File: config.mk
export PLATFORM = sky130hd
export DESIGN_NAME = nfc_normal_frame_deframer_unit
export DESIGN_NICKNAME = d
export VERILOG_FILES = /design/src/rtl/core/nfcdf_pkg.sv /design/src/rtl/core/nfcdf_step.sv /design/src/rtl/core/nfc_normal_frame_deframer_unit.sv
export SDC_FILE = /design/constraint.sdc
export NUM_CORES = 1
export LEC_CHECK = 0
export BUFFER_PORTS_ARGS = -buffer_cell sky130_fd_sc_hd__buf_2
export CELL_PAD_IN_SITES_DETAIL_PLACEMENT = 1
export CELL_PAD_IN_SITES_GLOBAL_PLACEMENT = 1
export CORE_MARGIN = 2
export CORE_UTILIZATION = 45
export CTS_BUF_LIST = sky130_fd_sc_hd__clkbuf_8
export DETAILED_ROUTE_END_ITERATION = 10
export GPL_ROUTABILITY_DRIVEN = 1
export PLACE_DENSITY = 0.78
export SLEW_MARGIN = 15
export SYNTH_ARGS = -nofsm -noshare
export SYNTH_HDL_FRONTEND = slang
export SYNTH_SLANG_ARGS = --single-unit
File: constraint.sdc
create_clock -name clock -period 6 [get_ports clock]
set_input_delay 1.5 -clock clock [delete_from_list [all_inputs] [get_ports clock]]
set_output_delay 1.5 -clock clock [all_outputs]
set_load 0.05 [all_outputs]
File: src/rtl/core/nfcdf_pkg.sv
// ----------------------------------------------------------------------------
// nfcdf_pkg
// Types, codes and constants shared by the normal-frame deframer modules.
// ----------------------------------------------------------------------------
`default_nettype none

package nfcdf_pkg;

   // default frame overhead added to the length byte
   localparam int unsigned FRAME_OVERHEAD = 8;

   // reset value of the buffer capacity register
   localparam logic [7:0] CAPACITY_RESET = 8'hFF;

   // stream byte values
   localparam logic [7:0] BYTE_ZERO = 8'h00;
   localparam logic [7:0] BYTE_FF   = 8'hFF;
   localparam logic [7:0] BYTE_TFI  = 8'hD5;

   // seed of the data checksum
   localparam logic [7:0] SUM_SEED = 8'hD5;

   // total size of an ack or nack frame
   localparam logic [8:0] ACK_FRAME_BYTES = 9'd6;

   // result status codes
   localparam logic [2:0] ST_BUSY      = 3'd0;
   localparam logic [2:0] ST_SUCCESS   = 3'd1;
   localparam logic [2:0] ST_ACK       = 3'd2;
   localparam logic [2:0] ST_NACK      = 3'd3;
   localparam logic [2:0] ST_TOO_SMALL = 3'd4;
   localparam logic [2:0] ST_LEN_CSUM  = 3'd5;
   localparam logic [2:0] ST_DATA_CSUM = 3'd6;
   localparam logic [2:0] ST_BAD_TFI   = 3'd7;

   // parser phase, one-hot
   typedef enum logic [7:0] {
      PH_START1  = 8'b0000_0001,
      PH_START2  = 8'b0000_0010,
      PH_LEN     = 8'b0000_0100,
      PH_LCS     = 8'b0000_1000,
      PH_TFI     = 8'b0001_0000,
      PH_DATA    = 8'b0010_0000,
      PH_POST    = 8'b0100_0000,
      PH_ACKPOST = 8'b1000_0000
   } phase_type;

   // parser state carried between bytes
   typedef struct packed {
      phase_type  phase;
      logic [7:0] remaining_length;
      logic [7:0] data_sum;
      logic [8:0] stored_count;
      logic [8:0] frame_size;
      logic       pending_nack;
   } parse_state_type;

   // one result item
   typedef struct packed {
      logic [2:0] status;
      logic       data_valid;
      logic [7:0] data_byte;
      logic [8:0] frame_bytes;
   } result_type;

   // state after reset and after every terminal outcome
   localparam parse_state_type HUNT_STATE = '{
      phase:            PH_START1,
      remaining_length: 8'h00,
      data_sum:         SUM_SEED,
      stored_count:     9'd0,
      frame_size:       9'd0,
      pending_nack:     1'b0
   };

endpackage

`default_nettype wire

File: src/rtl/core/nfcdf_step.sv
// ----------------------------------------------------------------------------
// nfcdf_step
// Per-byte parser update: next state and the result for one received byte.
// ----------------------------------------------------------------------------
`default_nettype none

module nfcdf_step #(
   parameter int unsigned FRAME_OVERHEAD = nfcdf_pkg::FRAME_OVERHEAD
) (
   input  wire logic [7:0]                 rx_byte,
   input  wire logic [7:0]                 capacity,
   input  wire nfcdf_pkg::parse_state_type cur_state,
   output nfcdf_pkg::parse_state_type      nxt_state,
   output nfcdf_pkg::result_type           result
);

   localparam logic [8:0] OVERHEAD = 9'(FRAME_OVERHEAD);

   nfcdf_pkg::parse_state_type st;
   nfcdf_pkg::result_type      res_pre;
   logic [2:0] status;
   logic [2:0] status_final;
   logic [8:0] len_total;
   logic [7:0] len_check;
   logic [7:0] sum_next;

   assign len_total = {1'b0, rx_byte} + OVERHEAD;
   assign len_check = rx_byte + cur_state.remaining_length;
   assign sum_next  = cur_state.data_sum + rx_byte;

   // phase update
   always_comb begin
      st                  = cur_state;
      st.stored_count     = cur_state.stored_count + 9'd1;
      status              = nfcdf_pkg::ST_BUSY;
      res_pre.data_valid  = 1'b0;
      res_pre.data_byte   = 8'h00;
      res_pre.frame_bytes = 9'd0;
      case (cur_state.phase)
         nfcdf_pkg::PH_START1: begin
            if (rx_byte == nfcdf_pkg::BYTE_ZERO) begin
               st.phase = nfcdf_pkg::PH_START2;
            end else begin
               st.stored_count = 9'd0;
            end
         end
         nfcdf_pkg::PH_START2: begin
            if (rx_byte == nfcdf_pkg::BYTE_FF) begin
               st.phase = nfcdf_pkg::PH_LEN;
            end else if (rx_byte == nfcdf_pkg::BYTE_ZERO) begin
               st.stored_count = 9'd1;
            end else begin
               st.phase        = nfcdf_pkg::PH_START1;
               st.stored_count = 9'd0;
            end
         end
         nfcdf_pkg::PH_LEN: begin
            st.remaining_length = rx_byte;
            if (len_total > {1'b0, capacity}) begin
               status = nfcdf_pkg::ST_TOO_SMALL;
            end else begin
               st.frame_size = len_total;
               st.phase      = nfcdf_pkg::PH_LCS;
            end
         end
         nfcdf_pkg::PH_LCS: begin
            if (rx_byte == nfcdf_pkg::BYTE_FF &&
                cur_state.remaining_length == nfcdf_pkg::BYTE_ZERO) begin
               st.pending_nack = 1'b0;
               st.frame_size   = nfcdf_pkg::ACK_FRAME_BYTES;
               st.phase        = nfcdf_pkg::PH_ACKPOST;
            end else if (rx_byte == nfcdf_pkg::BYTE_ZERO &&
                         cur_state.remaining_length == nfcdf_pkg::BYTE_FF) begin
               st.pending_nack = 1'b1;
               st.frame_size   = nfcdf_pkg::ACK_FRAME_BYTES;
               st.phase        = nfcdf_pkg::PH_ACKPOST;
            end else if (len_check != 8'h00) begin
               status = nfcdf_pkg::ST_LEN_CSUM;
            end else begin
               st.phase = nfcdf_pkg::PH_TFI;
            end
         end
         nfcdf_pkg::PH_TFI: begin
            if (rx_byte != nfcdf_pkg::BYTE_TFI) begin
               status = nfcdf_pkg::ST_BAD_TFI;
            end else begin
               // zero length wraps to 255 here
               st.remaining_length = cur_state.remaining_length - 8'd1;
               st.phase            = nfcdf_pkg::PH_DATA;
            end
         end
         nfcdf_pkg::PH_DATA: begin
            if (cur_state.remaining_length != 8'h00) begin
               st.data_sum         = sum_next;
               st.remaining_length = cur_state.remaining_length - 8'd1;
               res_pre.data_valid  = 1'b1;
               res_pre.data_byte   = rx_byte;
            end else if (sum_next != 8'h00) begin
               status = nfcdf_pkg::ST_DATA_CSUM;
            end else begin
               st.phase = nfcdf_pkg::PH_POST;
            end
         end
         nfcdf_pkg::PH_POST: begin
            status              = nfcdf_pkg::ST_SUCCESS;
            res_pre.frame_bytes = cur_state.frame_size;
         end
         nfcdf_pkg::PH_ACKPOST: begin
            status = cur_state.pending_nack ? nfcdf_pkg::ST_NACK : nfcdf_pkg::ST_ACK;
            res_pre.frame_bytes = nfcdf_pkg::ACK_FRAME_BYTES;
         end
         default: begin
            st.phase        = nfcdf_pkg::PH_START1;
            st.stored_count = 9'd0;
         end
      endcase
      res_pre.status = status;
   end

   // stored count limit and return to hunt on any terminal outcome
   always_comb begin
      status_final = status;
      if (status == nfcdf_pkg::ST_BUSY && st.stored_count > {1'b0, capacity}) begin
         status_final = nfcdf_pkg::ST_TOO_SMALL;
      end
      result        = res_pre;
      result.status = status_final;
      if (status_final != nfcdf_pkg::ST_BUSY) begin
         nxt_state = nfcdf_pkg::HUNT_STATE;
      end else begin
         nxt_state = st;
      end
   end

endmodule

`default_nettype wire

File: src/rtl/core/nfc_normal_frame_deframer_unit.sv
// ----------------------------------------------------------------------------
// nfc_normal_frame_deframer_unit
// Normal-frame deframer for the host link of a contactless reader chip.
// ----------------------------------------------------------------------------
// Usage:
//   req_* carries one received byte per request (req_valid / req_stall).
//   rsp_* returns exactly one result per request: status, payload byte
//   with its valid flag, and total frame size on ack, nack or success.
//   csr_write_enable / csr_write_data set the buffer capacity; write it
//   only while no request is in flight.
// Pipeline and throughput:
//   a request is held in an input register, then the parser update runs
//   in one pass into the result register. One request per cycle is
//   sustained while rsp_stall is low; the parser state register is the
//   only loop.
// Reset:
//   the parser returns to the start-code hunt, the capacity goes to 255
//   and both pipeline registers are emptied.
// Stall:
//   while rsp_stall holds a waiting result, the input register still takes
//   a request if it is empty; req_stall rises once both registers are full.
// ----------------------------------------------------------------------------
`default_nettype none

module nfc_normal_frame_deframer_unit #(
   parameter int unsigned FRAME_OVERHEAD = nfcdf_pkg::FRAME_OVERHEAD
) (
   input  wire logic       clock,
   input  wire logic       reset,
   input  wire logic       req_valid,
   output logic            req_stall,
   input  wire logic [7:0] req_rx_byte,
   output logic            rsp_valid,
   input  wire logic       rsp_stall,
   output logic [2:0]      rsp_status,
   output logic            rsp_data_valid,
   output logic [7:0]      rsp_data_byte,
   output logic [8:0]      rsp_frame_bytes,
   input  wire logic       csr_write_enable,
   input  wire logic [7:0] csr_write_data
);

   logic                       in_valid_ff;
   logic                       in_valid_in;
   logic [7:0]                 in_byte_ff;
   logic                       out_valid_ff;
   logic                       out_valid_in;
   nfcdf_pkg::result_type      out_result_ff;
   nfcdf_pkg::parse_state_type state_ff;
   nfcdf_pkg::parse_state_type state_next;
   nfcdf_pkg::result_type      step_result;
   logic [7:0]                 capacity_ff;
   logic                       out_free;
   logic                       advance;
   logic                       req_take;

   // handshake control
   assign out_free     = !out_valid_ff || !rsp_stall;
   assign advance      = in_valid_ff && out_free;
   assign req_stall    = in_valid_ff && !out_free;
   assign req_take     = req_valid && !req_stall;
   assign in_valid_in  = req_take || (in_valid_ff && !advance);
   assign out_valid_in = advance || (out_valid_ff && rsp_stall);

   // per-byte parser update
   nfcdf_step #(
      .FRAME_OVERHEAD(FRAME_OVERHEAD)
   ) u_step (
      .rx_byte  (in_byte_ff),
      .capacity (capacity_ff),
      .cur_state(state_ff),
      .nxt_state(state_next),
      .result   (step_result)
   );

   // control registers
   always_ff @(posedge clock) begin
      if (reset) begin
         in_valid_ff  <= 1'b0;
         out_valid_ff <= 1'b0;
         state_ff     <= nfcdf_pkg::HUNT_STATE;
         capacity_ff  <= nfcdf_pkg::CAPACITY_RESET;
      end else begin
         in_valid_ff  <= in_valid_in;
         out_valid_ff <= out_valid_in;
         if (advance) begin
            state_ff <= state_next;
         end
         if (csr_write_enable) begin
            capacity_ff <= csr_write_data;
         end
      end
   end

   // payload registers
   always_ff @(posedge clock) begin
      if (req_take) begin
         in_byte_ff <= req_rx_byte;
      end
      if (advance) begin
         out_result_ff <= step_result;
      end
   end

   assign rsp_valid       = out_valid_ff;
   assign rsp_status      = out_result_ff.status;
   assign rsp_data_valid  = out_result_ff.data_valid;
   assign rsp_data_byte   = out_result_ff.data_byte;
   assign rsp_frame_bytes = out_result_ff.frame_bytes;

endmodule

`default_nettype wire

# ---- Word level (Yosys, flattened, before mapping)
# Index checks and enable logic that the tools add are counted.
# Widths: inputs -> output; s select.
dict set report op_classes {
  add_sub_neg 5
  magnitude_cmp 2
  eq_ne 21
  mux 36
  reduce_logical 37
}
# operator n
set ops {}
lappend ops {{$mux 8} 10}
lappend ops {{$pmux 8 s7} 1}
lappend ops {{$mux 43} 1}
lappend ops {{$mux 9} 4}
lappend ops {{$pmux 9 s2} 2}
lappend ops {{$mux 16} 2}
lappend ops {{$pmux 9 s3} 1}
lappend ops {{$eq 8x8->1 const B} 3}
lappend ops {{$mux 3} 8}
lappend ops {{$pmux 8 s3} 1}
lappend ops {{$reduce_bool 8->1} 3}
lappend ops {{$mux 10} 2}
lappend ops {{$gt 9x8->1} 2}
lappend ops {{$pmux 3 s6} 1}
lappend ops {{$add 8x8->8} 2}
lappend ops {{$logic_not 8->1} 2}
lappend ops {{$ne 3x3->1 const B} 4}
lappend ops {{$add 8x4->9 const B} 1}
lappend ops {{$add 9x1->9 const B} 1}
lappend ops {{$reduce_and 9->1} 1}
lappend ops {{$reduce_bool 3->1} 3}
lappend ops {{$eq 8x1->1 const B} 1}
lappend ops {{$eq 8x2->1 const B} 1}
lappend ops {{$eq 8x3->1 const B} 1}
lappend ops {{other kinds (23)} 43}
dict set report totals {
  register_bits 82
  input_bits 21
  out_inout_bits 23
  elab_cells 115
}

# ---- Depth between registers and ports, before layout
dict set report logic_depth {
  word_depth 12
  mapped_depth 17
  depth_no_buf 14
}

# ---- By module
# Synthesis repeated with hierarchy kept, for this count alone.
dict set report unflattened {
  cells_unflattened 641
  area_unflattened_um2 5746.8
}
# mod n_inst cells_per_inst area_per_inst_um2 seq_area_each_um2
set by_module_without_submodules {}
lappend by_module_without_submodules {nfc_normal_frame_deframer_unit 1 251 3176.8 1931.9}
lappend by_module_without_submodules {nfcdf_step 1 390 2570.0 0.0}

# ---- Least setup slack after synthesis
# No wires, ideal clock.
dict set report synth_timing {
  path_type {reg-to-reg}
  start {reg state_ff[35] (netlist name)}
  end {reg state_ff[19] (netlist name)}
  setup_time_ps 117
  arrival_time_ps 3843
  required_time_ps 5883
  setup_slack_ps 2040
  stages_incl_launch_ff 16
  n_path_buf 1
  synth_period_minus_slack_ps 3960
  cell_sequence {dfxtp_1 > clkbuf_1 > or2_2 > nor2_1 > and3_1 > nor4_1 > nor2_1 > ha_1 > nand3_1 > or2_2 > o22a_1 > a21oi_1 > nand4_1 > o31ai_4 > nand2_2 > o22a_1}
}
dict set report synth_between {
  elab_chain_len 9
  word_cells_on_any_way 20
  cone_classes {order compare: 1; eq/ne: 8; mux: 4; reduce/logical: 7}
}
# item line_no
set synth_rtl {}
lappend synth_rtl {{start: declaration} nfc_normal_frame_deframer_unit.sv:49} ;# nfcdf_pkg::parse_state_type state_ff;
lappend synth_rtl {{start signal: assignment} nfc_normal_frame_deframer_unit.sv:81} ;# state_ff <= nfcdf_pkg::HUNT_STATE;
lappend synth_rtl {{start signal: assignment} nfc_normal_frame_deframer_unit.sv:87} ;# state_ff <= state_next;
lappend synth_rtl {{$eq 8x4->1 (tied with other cells)} nfcdf_step.sv:39} ;# case (cur_state.phase)
lappend synth_rtl {{$reduce_or 6->1 (no line)} -}
lappend synth_rtl {{$pmux 9 s3} nfcdf_step.sv:39}
lappend synth_rtl {{$gt 9x8->1} nfcdf_step.sv:123} ;# if (status == nfcdf_pkg::ST_BUSY && st.stored_count > {1'b0, capacity}) begin
lappend synth_rtl {{$logic_and 1x1->1} nfcdf_step.sv:123}
lappend synth_rtl {{$mux 3} nfcdf_step.sv:123}
lappend synth_rtl {{$reduce_bool 3->1} nfcdf_step.sv:128} ;# if (status_final != nfcdf_pkg::ST_BUSY) begin
lappend synth_rtl {{$reduce_bool 2->1 (no line)} -}
lappend synth_rtl {{$reduce_and 3->1 (no line)} -}
# Parallel ways exist; a longest one is shown, timed or not.
# A chain may end at the register's enable or synchronous reset.

# ---- Final worst setup path
dict set report layout_timing {
  start {reg in_byte_ff[2]}
  end {reg state_ff[8] (netlist name)}
}
dict set report layout_between {
  elab_chain_len 12
  word_cells_on_any_way 36
  cone_classes {add/sub: 3; order compare: 2; eq/ne: 4; mux: 17; reduce/logical: 10}
}
# item line_no
set layout_rtl {}
lappend layout_rtl {{start: declaration} nfc_normal_frame_deframer_unit.sv:45} ;# logic [7:0] in_byte_ff;
lappend layout_rtl {{start signal: assignment} nfc_normal_frame_deframer_unit.sv:98} ;# in_byte_ff <= req_rx_byte;
lappend layout_rtl {{parallel branches: the longest is 12 deep, another holds $add 8x4->9} -}
# Parallel ways; which one is timed is not known. The select of a mux whose other input is x is not followed.

==> key figures <==
Cells and area
  – Fillers: 1248
  – Layout area overhead: 10.5%
  – Share of cells above drive strength 1: 13.3%
  – Post-layout util: 50.7%
  – # diodes: 0
  – Final instance area: 5470 um2
  – Fin nets: 634

CTS
  – CTS Buf Count: 9
  – Clock Sinks: 82
  – Resized cells post-CTS: 0
  – CTS tree: done
  – Clk Latency, worst-skew pair: 0.39 ns
  – Setup Fix Bufs, Post-CTS: 0
  – Hold_buf cts: 0
  – Reg clk slew, reported paths: 0.08 ns
  – CTS max path bufs: 2
  – Htree depth: 3
  – Root Driver: clkbuf_8

GRT
  – Total grt overflow: 0
  – Vias in the first global route: 4624
  – First-pass GRT wire length: 24300 um
  – Initial antenna violation count: 0
  – Total track usage: 27.0%
  – Largest net degree at the start of global routing: 24

Worst setup path
  – CP Max Fanout: 23
  – Worst Setup Start Kind: flop
  – CP startpoint: in_byte_ff[2]
  – Endpoint class of the critical path: flop
  – R2R Setup Slk: 1.14 ns
  – FF-to-FF Start: in_byte_ff[2]
  – R2r endpoint: state_ff[8]
  – Critical path arrival: 5.20 ns
  – Setup CP Type: flop to flop
  – CP endpoint: state_ff[8]
  – WP data required: 6.34 ns
  – R2r worst-path depth: 14

Floorplanning
  – Die Span Y: 109 um
  – Row count: 38
  – # IOs: 44
  – Core area: 10800 um2
  – Die ar.: 11900 um2
  – Die width: 109 um
  – Starting density of the core: 45.8%

Routing
  – Routed wire length: 15000 um
  – Drt drc: 0
  – DRT Pass-1 Iters: 5
  – DR iter-0 viols: 234
  – Post-DRT Antenna Nets: 0
  – Routed vias/inst: 6.17
  – Routed WL per cell: 20.8 um
  – Vias: 4447

Placed design
  – Routability cong.: 0.834
  – # port buffers: 43
  – Post-DP Area: 5260 um2
  – Hpwl dp: 11200 um
  – DP Worst Slack: 1.04 ns

Pwr
  – LEAKAGE: 0.00224 uW
  – PD cells: 215 nW/um2
  – Worst VDD drop: 0.134 mV

Yosys
  – Avg Inst Size Synth: 9.13 um2
  – Primary FF master, synth: dfxtp_1
  – Post-synth EDFFs: 29
  – Cell variety after synth: 75
  – Syn Inst Count: 542
  – Mapped Area: 4950 um2
  – Register area share after synthesis: 39.0%
  – Syn nets: 599
  – #FFs+latches synth: 82
  – Async SR Flop Fraction: 0%
  – Warnings from Yosys: 0

STA
  – Worst slew margin: 33.7%
  – Slew Limit Fails: 0
  – Worst Setup Slack, final: 1.14 ns
  – Unrepaired setup endpoints after global routing: no
  – Setup violators final: 0
  – Final Hold Viols: 0
  – Setup TNS: 0 ns
  – Final cycle utilization of the critical path: 81.0%
  – Fmax: 0.206 GHz
  – Fin crit period: 4.86 ns
  – Clock Skew: 0.0108 ns
  – Worst slew pin tran: 0.992 ns

Min path
  – Hold/Removal Path Class: flop to flop
  – Min-delay src: state_ff[16]
  – Hold path depth: 2

Run
  – Max-Cap Viols: 0

Run status
  – Status: complete, no violations
[stage by stage]
step | hold WS [ns] | instances | power (uW)
2_1_floorplan | 0.440 | 542 | 698
3_3_place_gp | 0.459 | 706 | 734
3_5_place_dp | 0.482 | 706 | 740
4_1_cts | 0.493 | 721 | 1180
5_1_grt | 0.513 | 721 | 1220
6_report | 0.491 | 721 | 1180
[per-layer routing]
| layer | wire length, um | GRT usage (%) | vias up | share of wire, % |
|---|---|---|---|---|
| li1 | - | - | 2108 | - |
| met1 | 6700 | 34.1 | 2217 | 45 |
| met5 | 0 | 0 | - | 0 |
| met4 | 327 | 10.4 | 0 | 2.2 |
| met2 | 7460 | 46.0 | 98 | 50 |
| met3 | 532 | 4.60 | 24 | 3.5 |
[state kept, by name (all words and copies together), names as in the netlist]
signal and count:
capacity_ff 8, in_valid_ff 1, rsp_status 3, rsp_valid 1
rsp_frame_bytes 9, rsp_data_valid 1, rsp_data_byte 8, in_byte_ff 8
state_ff 43
[cells in the final DEF, fill, tap and decap left out, types with 6 or more instances in the layout]
cell and count:
clkbuf_8 9, ha_1 34, nand3_1 23, nor4_1 7, and3_1 19, xor2_1 8
edfxtp_1 29, xnor2_1 9, and2_1 10, nor3_1 10, nor2b_1 9, nor2_1 43
o22ai_1 7, nand4_1 13, o211ai_1 10, or3_1 10, dfxtp_1 53, buf_2 43
inv_1 20, o21ai_1 6, nand2_1 44, o21ai_0 13, a22o_1 7, a211oi_1 10
a21oi_1 39
[critical path, cell delays in order, from the launching register on]
cell and delay [ns]:
edfxtp_1 0.58, or4_1 0.59, or3_4 0.43, nor2_1 0.22
nor4_2 0.14, nor2_1 0.17, ha_1 0.27, a21o_1 0.19
a211oi_1 0.26, o221ai_1 0.19, a21oi_1 0.19, nand4_1 0.39
nor2_4 0.64, and3_1 0.39, a22o_1 0.17
[worst min-delay path by stage]
stage                               to  slack [ns]
after floorplan            state_ff[1]        0.44
after global placement     state_ff[9]        0.46
after detailed placement  state_ff[13]        0.48
after CTS                 state_ff[13]        0.49
after global routing      state_ff[18]        0.51
final                     state_ff[16]        0.49
[power by group]
group	internal [uW]	switching, uW	total [uW]
Combinational	41.1	87.7	129
Sequential	587	12.3	599
Clock	230	217	447
[layout make-up]
class                           count  area, um2  area share, %
Multi-Input combinational cell    419       2850           52.2
Sequential cell                    82       1930           35.3
Timing Repair Buffer               44        223           4.07
Tap cell                          140        175           3.20
Clock buffer                        9        124           2.27
Clock inverter                      6       82.6           1.51
Inverter                           21       78.8           1.44
[cells by family (layout without fill, tap and decap cells)]
group / after synthesis / after routing / share of synthesized area (%)
AO/OA/AOI/OAI: 139 / 139 / 20.0
adder cells (fa/ha/maj): 36 / 36 / 9.41
AND/OR/NAND/NOR: 224 / 224 / 24.5
flip-flops: 82 / 82 / 39.0
XOR/XNOR: 17 / 17 / 3.01
buffers and inverters: 41 / 80 / 3.44
multiplexers: 3 / 3 / 0.632
[cells in the mapped netlist (3+ instances only)]
library cell	instances	area (um2)
nand2_1	44	165
clkbuf_1	12	45.0
a32o_1	4	40.0
o221ai_1	3	26.3
o211ai_1	10	75.1
edfxtp_1	29	871
a211oi_1	10	75.1
xor2_1	8	70.1
nor2b_1	9	56.3
nand3b_1	3	22.5
nand2b_1	5	31.3
nor3_1	10	50.1
o21ai_1	6	30.0
o21a_1	3	22.5
inv_1	20	75.1
a21oi_1	39	195
a22o_1	7	61.3
and2_1	10	62.6
o22ai_1	7	43.8
ha_1	34	425
xnor2_1	9	78.8
buf_2	4	20.0
or2_2	3	18.8
or4_1	3	22.5
nor2_1	43	161
and3_1	19	119
or3_1	10	62.6
a21o_1	5	37.5
nor3b_1	5	37.5
nand4_1	13	81.3
o21ai_0	13	65.1
nand3_1	23	115
or2_1	3	18.8
o22a_1	5	43.8
nor4_1	8	50.1
dfxtp_1	53	1060
(Power assumes the default switching activity.)
